<file path="config.mk">
export PLATFORM = sky130hd
export DESIGN_NAME = scrolling_tile_page_renderer
export DESIGN_NICKNAME = d
export VERILOG_FILES = /design/src/hw/rtl/stpr_pkg.sv /design/src/hw/rtl/stpr_ram.sv /design/src/hw/rtl/scrolling_tile_page_renderer.sv
export SDC_FILE = /design/constraint.sdc
export NUM_CORES = 2
export LEC_CHECK = 0
export ABC_AREA = 1
export BUFFER_PORTS_ARGS = -buffer_cell sky130_fd_sc_hd__clkbuf_2
export CAP_MARGIN = 20
export CORE_ASPECT_RATIO = 1.1
export CORE_MARGIN = 2
export CORE_UTILIZATION = 30
export DETAILED_ROUTE_END_ITERATION = 12
export PLACE_DENSITY_LB_ADDON = 0.08
export SYNTH_ARGS = -nofsm -noshare
export SYNTH_HDL_FRONTEND = slang
export SYNTH_SLANG_ARGS = --single-unit
</file>
<file path="constraint.sdc">
create_clock -name clock -period 7.3 [get_ports clock]
set_input_delay 0 -clock clock [delete_from_list [all_inputs] [get_ports clock]]
set_output_delay 0 -clock clock [all_outputs]
set_load 0.01 [all_outputs]
</file>
<file path="src/hw/rtl/stpr_pkg.sv">
// shared constants, types and a helper function for the scrolling tile page renderer
// no dependencies; imported by scrolling_tile_page_renderer, render_checker and testbench
`default_nettype none

package stpr_pkg;

   localparam int FIELD_ROWS     = 10;
   localparam int FIELD_COLS     = 18;
   localparam int TILE_COUNT     = 32;
   localparam int SCREEN_COLUMNS = 128;
   localparam int SCREEN_PAGES   = 8;
   localparam int MODULE         = 8;
   localparam int EDGES          = 2;

   localparam int CELLS         = FIELD_ROWS * FIELD_COLS;
   localparam int PATTERN_DEPTH = TILE_COUNT * MODULE;

   localparam int CELL_W  = $clog2(CELLS);
   localparam int PAT_W   = $clog2(PATTERN_DEPTH);
   localparam int TILE_W  = $clog2(TILE_COUNT);
   localparam int ROW_W   = $clog2(FIELD_ROWS);
   localparam int COL_W   = $clog2(FIELD_COLS);
   localparam int FINE_W  = $clog2(MODULE);
   localparam int SHIFT_W = FINE_W + 1;
   localparam int POS_W   = 8;
   localparam int SUM_W   = 7;

   typedef enum logic [1:0] {
      OP_CELL    = 2'd0,
      OP_PATTERN = 2'd1,
      OP_RENDER  = 2'd2
   } opcode_type;

   typedef enum logic {
      CSR_SCROLL_X = 1'b0,
      CSR_SCROLL_Y = 1'b1
   } csr_index_type;

   // remainder by a small constant, every multiple compared against the input in parallel
   function automatic logic [SUM_W-1:0] wrap_mod(input logic [SUM_W-1:0] v,
                                                 input int               m);
      logic [SUM_W-1:0] r;
      r = v;
      for (int k = 1; k < (1 << (SUM_W - 1)); k++) begin
         if ((k * m < (1 << SUM_W)) && (v >= SUM_W'(k * m))) begin
            r = v - SUM_W'(k * m);
         end
      end
      return r;
   endfunction

endpackage

`default_nettype wire

</file>
<file path="src/hw/rtl/stpr_ram.sv">
// synchronous ram, one write port and two registered read ports
// depends on nothing but its parameters
`default_nettype none

module stpr_ram #(
   parameter int WIDTH = 8,
   parameter int DEPTH = 256,
   parameter int AW    = $clog2(DEPTH)
) (
   input  wire logic             clock,
   input  wire logic             wr_en,
   input  wire logic [AW-1:0]    wr_addr,
   input  wire logic [WIDTH-1:0] wr_data,
   input  wire logic             rd_en,
   input  wire logic [AW-1:0]    rd_addr_a,
   input  wire logic [AW-1:0]    rd_addr_b,
   output logic      [WIDTH-1:0] rd_data_a,
   output logic      [WIDTH-1:0] rd_data_b
);

   logic [WIDTH-1:0] mem [DEPTH];
   logic [WIDTH-1:0] rd_a_ff;
   logic [WIDTH-1:0] rd_b_ff;

   always_ff @(posedge clock) begin
      if (wr_en) begin
         mem[wr_addr] <= wr_data;
      end
   end

   // read before write on the same edge
   always_ff @(posedge clock) begin
      if (rd_en) begin
         rd_a_ff <= mem[rd_addr_a];
         rd_b_ff <= mem[rd_addr_b];
      end
   end

   assign rd_data_a = rd_a_ff;
   assign rd_data_b = rd_b_ff;

endmodule

`default_nettype wire

</file>
<file path="src/hw/rtl/scrolling_tile_page_renderer.sv">
// top level of the scrolling tile page renderer
// depends on stpr_pkg and stpr_ram
`default_nettype none

// Renders bytes of a 1-bit-per-pixel page display from a wrapped tile playfield and a
// tile pattern store. Every beat (cell write, pattern write or render) is taken at one
// per cycle while req_stall is low. A render goes through three register stages: the
// playfield memory read of the current and next tile row, the pattern memory read of
// both tile bytes, and the output register after the fine-Y merge. Both stores are
// dual-read memories, which is what lets one render finish per cycle when the output
// is not stalled. The stores are not cleared after reset and must be written before
// they are rendered from; scroll writes belong to idle time.
module scrolling_tile_page_renderer
   import stpr_pkg::*;
(
   input  wire logic       clock,
   input  wire logic       reset,
   input  wire logic       csr_wr_en,
   input  wire logic       csr_index,
   input  wire logic [7:0] csr_wdata,
   input  wire logic       req_valid,
   output logic            req_stall,
   input  wire logic [1:0] req_opcode,
   input  wire logic [2:0] req_page,
   input  wire logic [6:0] req_column,
   input  wire logic [3:0] req_cell_row,
   input  wire logic [4:0] req_cell_col,
   input  wire logic [4:0] req_tile_index,
   input  wire logic [2:0] req_pattern_row,
   input  wire logic [7:0] req_data_byte,
   output logic            rsp_valid,
   input  wire logic       rsp_stall,
   output logic [7:0]      rsp_pixel_byte,
   output logic [2:0]      rsp_out_page,
   output logic [6:0]      rsp_out_column
);

   logic [7:0] scroll_x_ff, scroll_x_in;
   logic [7:0] scroll_y_ff, scroll_y_in;

   logic out_adv, s2_en, s1_en, accept;
   logic pf_we, pt_we, render_ok;

   logic [POS_W-1:0]  pos;
   logic [SUM_W-1:0]  col_sum, row_sum;
   logic [COL_W-1:0]  col;
   logic [ROW_W-1:0]  row, nrow;
   logic [CELL_W-1:0] rd_addr_a, rd_addr_b, wr_cell_addr;
   logic [PAT_W-1:0]  wr_pat_addr, pat_addr_a, pat_addr_b;
   logic [TILE_W-1:0] tile_a, tile_b;
   logic [7:0]        pat_a, pat_b, merged;

   logic              s1_v_ff, s1_v_in;
   logic [2:0]        s1_page_ff;
   logic [6:0]        s1_column_ff;
   logic [FINE_W-1:0] s1_fine_ff, s1_yfine_ff;

   logic              s2_v_ff, s2_v_in;
   logic [2:0]        s2_page_ff;
   logic [6:0]        s2_column_ff;
   logic [FINE_W-1:0] s2_yfine_ff;

   logic       rsp_valid_ff, rsp_valid_in;
   logic [7:0] rsp_pixel_ff;
   logic [2:0] rsp_page_ff;
   logic [6:0] rsp_column_ff;

   // configuration
   always_comb begin
      scroll_x_in = scroll_x_ff;
      scroll_y_in = scroll_y_ff;
      if (csr_wr_en) begin
         case (csr_index_type'(csr_index))
            CSR_SCROLL_X: scroll_x_in = csr_wdata;
            CSR_SCROLL_Y: scroll_y_in = csr_wdata;
            default:      scroll_x_in = scroll_x_ff;
         endcase
      end
   end

   always_ff @(posedge clock) begin
      if (reset) begin
         scroll_x_ff <= '0;
         scroll_y_ff <= '0;
      end else begin
         scroll_x_ff <= scroll_x_in;
         scroll_y_ff <= scroll_y_in;
      end
   end

   // flow control, bubbles collapse toward the output
   always_comb begin
      out_adv   = !rsp_valid_ff || !rsp_stall;
      s2_en     = !s2_v_ff || out_adv;
      s1_en     = !s1_v_ff || s2_en;
      req_stall = !s1_en;
      accept    = req_valid && s1_en;
   end

   // beat decode
   always_comb begin
      pf_we     = 1'b0;
      pt_we     = 1'b0;
      render_ok = 1'b0;
      if (accept) begin
         case (opcode_type'(req_opcode))
            OP_CELL: pf_we = (req_cell_row < FIELD_ROWS) && (req_cell_col < FIELD_COLS)
                             && (req_tile_index < TILE_COUNT);
            OP_PATTERN: pt_we = (req_tile_index < TILE_COUNT);
            OP_RENDER: render_ok = (req_page < SCREEN_PAGES)
                                   && (req_column < SCREEN_COLUMNS);
            default: render_ok = 1'b0;
         endcase
      end
   end

   // playfield position of a render
   always_comb begin
      pos     = {1'b0, req_column} + POS_W'(scroll_x_ff[FINE_W-1:0]);
      col_sum = SUM_W'(scroll_x_ff[7:FINE_W]) + SUM_W'(EDGES / 2)
                + SUM_W'(pos[POS_W-1:FINE_W]);
      row_sum = SUM_W'(scroll_y_ff[7:FINE_W]) + SUM_W'(EDGES / 2) + SUM_W'(req_page);
      col     = COL_W'(wrap_mod(col_sum, FIELD_COLS));
      row     = ROW_W'(wrap_mod(row_sum, FIELD_ROWS));
      nrow    = (row == ROW_W'(FIELD_ROWS - 1)) ? '0 : row + 1'b1;
      rd_addr_a    = CELL_W'(row * FIELD_COLS) + CELL_W'(col);
      rd_addr_b    = CELL_W'(nrow * FIELD_COLS) + CELL_W'(col);
      wr_cell_addr = CELL_W'(req_cell_row * FIELD_COLS) + CELL_W'(req_cell_col);
      wr_pat_addr  = PAT_W'(req_tile_index * MODULE) + PAT_W'(req_pattern_row);
   end

   stpr_ram #(
      .WIDTH(TILE_W),
      .DEPTH(CELLS)
   ) u_playfield (
      .clock    (clock),
      .wr_en    (pf_we),
      .wr_addr  (wr_cell_addr),
      .wr_data  (req_tile_index[TILE_W-1:0]),
      .rd_en    (s1_en),
      .rd_addr_a(rd_addr_a),
      .rd_addr_b(rd_addr_b),
      .rd_data_a(tile_a),
      .rd_data_b(tile_b)
   );

   always_comb begin
      pat_addr_a = PAT_W'(tile_a * MODULE) + PAT_W'(s1_fine_ff);
      pat_addr_b = PAT_W'(tile_b * MODULE) + PAT_W'(s1_fine_ff);
   end

   stpr_ram #(
      .WIDTH(8),
      .DEPTH(PATTERN_DEPTH)
   ) u_pattern (
      .clock    (clock),
      .wr_en    (pt_we),
      .wr_addr  (wr_pat_addr),
      .wr_data  (req_data_byte),
      .rd_en    (s2_en),
      .rd_addr_a(pat_addr_a),
      .rd_addr_b(pat_addr_b),
      .rd_data_a(pat_a),
      .rd_data_b(pat_b)
   );

   // fine y merge of current and next tile row
   always_comb begin
      if (s2_yfine_ff == '0) begin
         merged = pat_a;
      end else begin
         merged = (pat_a >> s2_yfine_ff)
                  | (pat_b << (SHIFT_W'(MODULE) - SHIFT_W'(s2_yfine_ff)));
      end
   end

   always_comb begin
      s1_v_in      = s1_en ? render_ok : s1_v_ff;
      s2_v_in      = s2_en ? s1_v_ff : s2_v_ff;
      rsp_valid_in = out_adv ? s2_v_ff : rsp_valid_ff;
   end

   always_ff @(posedge clock) begin
      if (reset) begin
         s1_v_ff      <= 1'b0;
         s2_v_ff      <= 1'b0;
         rsp_valid_ff <= 1'b0;
      end else begin
         s1_v_ff      <= s1_v_in;
         s2_v_ff      <= s2_v_in;
         rsp_valid_ff <= rsp_valid_in;
      end
   end

   always_ff @(posedge clock) begin
      if (s1_en) begin
         s1_page_ff   <= req_page;
         s1_column_ff <= req_column;
         s1_fine_ff   <= pos[FINE_W-1:0];
         s1_yfine_ff  <= scroll_y_ff[FINE_W-1:0];
      end
      if (s2_en) begin
         s2_page_ff   <= s1_page_ff;
         s2_column_ff <= s1_column_ff;
         s2_yfine_ff  <= s1_yfine_ff;
      end
      if (out_adv) begin
         rsp_pixel_ff  <= merged;
         rsp_page_ff   <= s2_page_ff;
         rsp_column_ff <= s2_column_ff;
      end
   end

   assign rsp_valid      = rsp_valid_ff;
   assign rsp_pixel_byte = rsp_pixel_ff;
   assign rsp_out_page   = rsp_page_ff;
   assign rsp_out_column = rsp_column_ff;

   // assertions
   a_render_enters: assert property (@(posedge clock) disable iff (reset)
      render_ok |=> s1_v_ff)
      else $error("accepted render did not enter the pipeline");

   a_stage2_drains: assert property (@(posedge clock) disable iff (reset)
      (s2_v_ff && out_adv) |=> rsp_valid)
      else $error("stage 2 render lost on its way to the output");

   a_stalled_render_blocks: assert property (@(posedge clock) disable iff (reset)
      (s1_v_ff && s2_v_ff && rsp_valid && rsp_stall) |-> req_stall)
      else $error("beat accepted while the pipeline is full");

   a_reset_empty: assert property (@(posedge clock)
      $past(reset) |-> (!s1_v_ff && !s2_v_ff && !rsp_valid))
      else $error("pipeline not empty after reset");

endmodule

`default_nettype wire

</file>
After elaboration in Yosys (flattened, before gate mapping)
Memory sizes are Yosys's and may differ from the RTL's. A register that Yosys moved wholly into a read port is not among the register bits.
Index checks and enable logic that the tools add are counted.
- word-level logic and storage cells: 125
- memory bits (writable): 2948
- memories: 2
- bits of input ports: 51
- register bits: 66
- shifts and indexed selects: 2
- magnitude comparators: 21
- eq/ne operators: 3
- add/subtract/negate cells: 32
- multiplexer cells: 31
- reductions and logical operators: 14
- bitwise operators: 2
- $mul: 3
- memory list (memory ; words ; width ; rd ports ; clocked after Yosys merged registers in ; wr ports ; RTL line ; source):
    u_pattern.mem ; 256 ; 8 ; 2 ; 2 ; 1 ; stpr_ram.sv:21 ; logic [WIDTH-1:0] mem [DEPTH];
    u_playfield.mem ; 180 ; 5 ; 2 ; 2 ; 1 ; stpr_ram.sv:21 ;
- operators by type and width (cell ; count):
    7-bit >= comparator, second input constant ; 10
    4-bit 2-to-1 mux ; 13
    7-bit by 6-bit >= comparator with 1-bit output, second input constant ; 5
    5-bit 2-to-1 mux ; 7
    4-bit subtractor, second input constant ; 7
    8-bit by 3-bit adder with 8-bit output ; 3
    8-bit by 5-bit adder with 8-bit output ; 3
    7-bit by 5-bit >= comparator with 1-bit output, second input constant ; 3
    4-bit by 4-bit multiplier with 7-bit output, second input constant ; 3
    5-bit subtractor, second input constant ; 4
    5-bit by 1-bit adder with 6-bit output, second input constant ; 2
    4-bit by 3-bit subtractor with 4-bit output, second input constant ; 3
    1-bit 2-to-1 mux ; 10
    5-bit by 4-bit subtractor with 5-bit output, second input constant ; 2
    7-bit by 3-bit adder with 8-bit output ; 1
    8-bit 2-to-1 mux ; 1
    8-bit bitwise OR ; 1
    8-bit by 4-bit left shift with 8-bit output ; 1
    8-bit by 3-bit right shift with 8-bit output ; 1
    6-bit by 3-bit adder with 7-bit output ; 1
    6-bit by 5-bit adder with 7-bit output ; 1
    7-bit by 4-bit >= comparator with 1-bit output, second input constant ; 1
    1-bit logical NOT ; 5
    5-bit < comparator, second input constant ; 1
    15 further kinds ; 19

Logic depth before layout (Yosys ltp)
- depth after elaboration: 19
- mapped depth: 39

Cells and area by module
Synthesis repeated with hierarchy kept, for this count alone.
- cells, all modules: 17322
- area, all modules: 154887.3 sq um
- by module, submodules not included (module ; times used ; area each (sq um) ; cells each):
    stpr_ram at u_pattern ; 1 ; 104018.5 ; 11572
    stpr_ram at u_playfield ; 1 ; 46215.6 ; 5188
    scrolling_tile_page_renderer ; 1 ; 4653.2 ; 562

Least setup slack after synthesis
OpenSTA, ideal clock, no wires.
- kind: register -> register
- start: register scroll_x_ff[2]
- end: register u_playfield.rd_a_ff[2], in the netlist u_playfield.rd_data_a[2], read port of u_playfield.mem, data pin
- setup slack: 1589 ps
- arrival: 5446 ps
- setup time: 265 ps
- cell stages (with the launch flop): 31
- period minus slack after synthesis: 5711 ps
- path buffers: 3
- path through: dfxtp_1 -> ha_1 -> a21oi_1 -> inv_1 -> a31oi_1 -> xor2_1 -> ha_1 -> inv_1 -> fa_1 -> xor2_1 -> inv_1 -> ha_1 -> o21ai_0 -> nor2_1 -> o21ai_0 -> nand2_1 -> nand2_1 -> xor2_1 -> inv_1 -> ha_1 -> inv_1 -> fa_1 -> clkbuf_1 -> clkbuf_1 -> clkbuf_1 -> o21ai_0 -> o22a_1 -> o211ai_1 -> a21oi_1 -> o21ai_0 -> o21ai_0
- word-level cells in the longest chain between the ends: 11
- elaborated cells on any way between the ends: 24
- RTL lines (what ; RTL line ; source):
    start, declared ; scrolling_tile_page_renderer.sv:38 ; logic [7:0] scroll_x_ff, scroll_x_in;
    start signal, assigned ; scrolling_tile_page_renderer.sv:86 ; scroll_x_ff <= scroll_x_in;
    7-bit by 3-bit adder with 8-bit output * ; scrolling_tile_page_renderer.sv:119 ; pos = {1'b0, req_column} + POS_W'(scroll_x_ff[FINE_W-1:0]);
    6-bit by 5-bit adder with 7-bit output * ; scrolling_tile_page_renderer.sv:121 ; + SUM_W'(pos[POS_W-1:FINE_W]);
    7-bit by 5-bit >= comparator with 1-bit output / 5-bit subtractor (equally long branches) ; stpr_pkg.sv:45, stpr_pkg.sv:46 ;
    5-bit 2-to-1 mux (6 in series) ; stpr_pkg.sv:45 ; if ((k * m < (1 << SUM_W)) && (v >= SUM_W'(k * m))) begin
    5-bit 2-to-1 mux * ; stpr_pkg.sv:45 ;
    8-bit by 5-bit adder with 8-bit output * ; scrolling_tile_page_renderer.sv:126 ; rd_addr_a = CELL_W'(row * FIELD_COLS) + CELL_W'(col);
    end, declared ; stpr_ram.sv:22 ; logic [WIDTH-1:0] rd_a_ff;
Every way passes the cells marked *; elsewhere a longest branch is shown, timed or not.
A chain may end at the register's enable or synchronous reset.

Final worst setup path
Same ends and word-level chain as after synthesis.

==> out/results.tsv <==
metric	value	unit
area_delta_synth_final	13.9	%
clk_pin_slew	0.06	ns
io_buffers	70	
vias_per_cell	5.21	
grt_overflow	0	
slowest_delay	0.94	ns
htree_levels	5	
die_h	698	um
regArea	91100	um^2
cp.arrival	7.44	ns
crit_required	8.02	ns
grt_max_degree	152	
avgSynthCellArea	11.7	um^2
wl_per_cell	27.2	um
outcome	complete, no violations	
ctsResizeCount	0	
grt.total_usage	20.5	%
drt_iter0_markers	7880	
worst_pin_slew	1.25	ns
wirelength	467	mm
min_period	6.72	ns
crit_type	reg2reg	
start_util	30.1	%
cts_root_buf	clkbuf_16	
setup_viol	0	
skew	0.0917	ns
io_pins	71	
dieArea	444000	um^2
die_w	635	um
rows	255	
hold_depth	2	
cp_slowest_cell	fa_4	
crit_buf_inv	9	
reg2reg_depth	33	
ctsLongestPathBuffers	4	
crit_family	adder cells	
fin_crit_sh	92.0	%
ys_ff_latch	3040	
tns	0	ns
cts_tree	built	
clock_sinks	3040	
synthFlopType	edfxtp_1	
finalMaxSlewViolations	0	
synth-edff-count	3021	
ys.warnings.count	0	
rrSetupSlack	0.58	ns
grt_pass1_vias	87937	
powerDensity	366	nW/um^2
post_cts_buffers	0	
first_pass_iters	6	
drive_gt1_share	7.14	%
dp_hpwl	285	mm
place_congestion	0.868	
hold_viol	0	
grt_pass1_wl	664	mm
min_to	u_pattern.mem[25][0]$_DFFE_PP_	
slew_headroom	16.6	%
multi_input_area	36400	um^2
numCtsBuffers	347	
core-area	437000	um^2
nets	11239	
ir_drop	0.000441	V
power.total	54900	uW
synth_cell_types	53	
ys_seq_area_share	69.3	%
worstSetupStartpointType	register	
hold_path_class	in2reg	
syn_nets	11366	
antenna_found_initial	14	
rsz0062_at_grt	false	
fillers	43101	
end_kind	register	
crit_top_cell	o21ai_0	
worstReg2RegStart	scroll_x_ff[2]$_SDFFE_PP0P_	
min-delay-start	req_data_byte[0]	
num_vias	89534	
worstPathMaxFanout	28	
worstReg2RegEnd	u_playfield.rd_data_a[2]$_DFFE_PN_	
fmax	149	MHz
synth_area	131000	um^2
clk_latency	0.98	ns
hold_buffers	82	
syn_inst	11261	
synthArstFlopShare	0	%
drc_errors	0	
cap_violations	0	
route.antenna.remaining_nets	0	
leakage	0.0501	uW
[final cells by class]
class | count | share of cell area [%]
diodes | 10 | 0.0167
clock buffers | 433 | 6.13
clock inverters | 188 | 1.20
inverters | 153 | 0.418
multi-input cells | 7245 | 24.3
flip-flops and latches | 3040 | 60.8
well taps | 5782 | 4.83
repair buffers | 347 | 2.32
[cells by family (layout without fill, tap and decap cells)]
family                   count (synthesis)  after routing  share of synthesized area, %
AND/OR/NAND/NOR                       4631           4631                          13.7
flip-flops                            3040           3040                          69.3
AO/OA/AOI/OAI                         2261           2261                          11.0
buffers and inverters                  976           1121                          3.20
multiplexers                           276            276                          2.10
adder cells (fa/ha/maj)                 54             54                         0.548
XOR/XNOR                                23             23                         0.167
other                                    0             10                             0
[layer usage]
| layer | part of all wire [%] | global-route usage, % | vias to the layer above |
|---|---|---|---|
| li1 | - | - | 40755 |
| met1 | 42 | 26.2 | 45527 |
| met2 | 50 | 35.9 | 2591 |
| met3 | 4.4 | 2.49 | 659 |
| met4 | 3.5 | 6.61 | 2 |
| met5 | 0.0028 | 0 | - |
[worst register-to-register path, delay by kind of cell, from the launching register on]
family          cells  cell delay, ns
fa+ha+maj           6            2.21
compound gates     11            1.99
buf+inv             9            1.11
xor+xnor            3            0.54
simple gates        4            0.35
flops               1            0.32
[how the worst max path moves through the flow]
| stage | start | end | slack [ns] | cells after the start |
|---|---|---|---|---|
| floorplan | scroll_x_ff[2]$_SDFFE_PP0P_ | u_playfield.rd_data_a[2]$_DFFE_PN_ | 1.59 | 30 |
| global placement | scroll_x_ff[2]$_SDFFE_PP0P_ | u_playfield.rd_data_a[2]$_DFFE_PN_ | 0.56 | 34 |
| detailed placement | scroll_y_ff[3]$_SDFFE_PP0P_ | u_playfield.rd_data_b[4]$_DFFE_PN_ | 0.57 | 31 |
| CTS | scroll_y_ff[3]$_SDFFE_PP0P_ | u_playfield.rd_data_b[4]$_DFFE_PN_ | 0.58 | 31 |
| global route | scroll_y_ff[3]$_SDFFE_PP0P_ | u_playfield.rd_data_b[0]$_DFFE_PN_ | 0.1 | 33 |
| finish | scroll_x_ff[2]$_SDFFE_PP0P_ | u_playfield.rd_data_a[2]$_DFFE_PN_ | 0.58 | 33 |
[layout by cell type, fill, tap and decap left out, types with 8 or more instances in the layout]
cell	synthesis	layout
clkbuf_16	0	355
clkbuf_2	0	57
bufinv_16	0	27
clkinv_1	4	74
inv_6	0	13
diode_2	0	10
ha_1	48	45
dfxtp_1	19	19
clkinv_2	0	53
edfxtp_1	3021	3021
nand2_1	1831	1799
nor3_1	14	14
o32ai_1	512	512
buf_8	2	8
nor2_1	2373	2373
nand2_2	8	30
o211ai_1	284	284
o22ai_1	43	43
buf_12	0	58
clkbuf_1	493	78
o221ai_1	42	42
buf_4	43	137
o22a_1	20	20
o21ai_1	67	67
a21oi_1	127	127
xor2_1	16	16
a31oi_1	96	96
inv_1	141	135
nand2_4	1	11
nand3_1	384	384
o21ai_0	1028	1028
clkinvlp_4	0	11
clkinv_8	0	8
dlygate4sd3_1	0	81
o311ai_0	20	20
mux2i_1	276	276
[report_power, final]
part           leakage, uW  total (uW)  switching [uW]  internal (uW)
Combinational       0.0173       18200           13200           5040
Clock              0.00533       17100            7270           9870
Sequential          0.0274       19500             114          19400
[synth_stat cells (8+ instances only)]
cell / number / share of area, %
inv_1: 141 / 0.40
nand3_1: 384 / 1.5
nor3_1: 14 / 0.053
o311ai_0: 20 / 0.13
o21ai_1: 67 / 0.26
buf_6: 11 / 0.094
a21oi_1: 127 / 0.48
o32ai_1: 512 / 3.4
o221ai_1: 42 / 0.28
o211ai_1: 284 / 1.6
ha_1: 48 / 0.46
o21ai_0: 1028 / 3.9
dfxtp_1: 19 / 0.29
o22ai_1: 43 / 0.20
edfxtp_1: 3021 / 69
nand2_1: 1831 / 5.2
buf_4: 43 / 0.25
xor2_1: 16 / 0.11
buf_2: 218 / 0.83
nor2_1: 2373 / 6.8
a31oi_1: 96 / 0.46
mux2i_1: 276 / 2.1
o22a_1: 20 / 0.13
buf_1: 56 / 0.16
clkbuf_1: 493 / 1.4
nand2_2: 8 / 0.038
[registers in the layout, summed over array words and instances (netlist names), 5 cells and up]
name                   cells
u_pattern.rd_data_b        8
s2_column_ff               7
u_playfield.rd_data_a      5
scroll_x_ff                8
s1_column_ff               7
u_pattern.rd_data_a        8
u_pattern.mem           2048
rsp_out_column             7
scroll_y_ff                8
rsp_pixel_byte             8
u_playfield.rd_data_b      5
u_playfield.mem          900
[per-stage QoR]
step / hold slack [ns] / instance area (um^2) / setup WS (ns) / std cells / utilization, %
after floorplan: 0.0989 / 131000 / 1.59 / 11261 / -
after global placement: 0.208 / 138000 / 0.556 / 16481 / 31.5
after detailed placement: 0.206 / 138000 / 0.571 / 16484 / 31.5
after CTS: 0.00332 / 150000 / 0.584 / 17187 / 34.2
after global routing: 0.0695 / 150000 / 0.0999 / 17191 / 34.2
final: 0.0762 / 150000 / 0.584 / 17198 / 34.2
No activity file was read; power rests on OpenSTA's default activity.
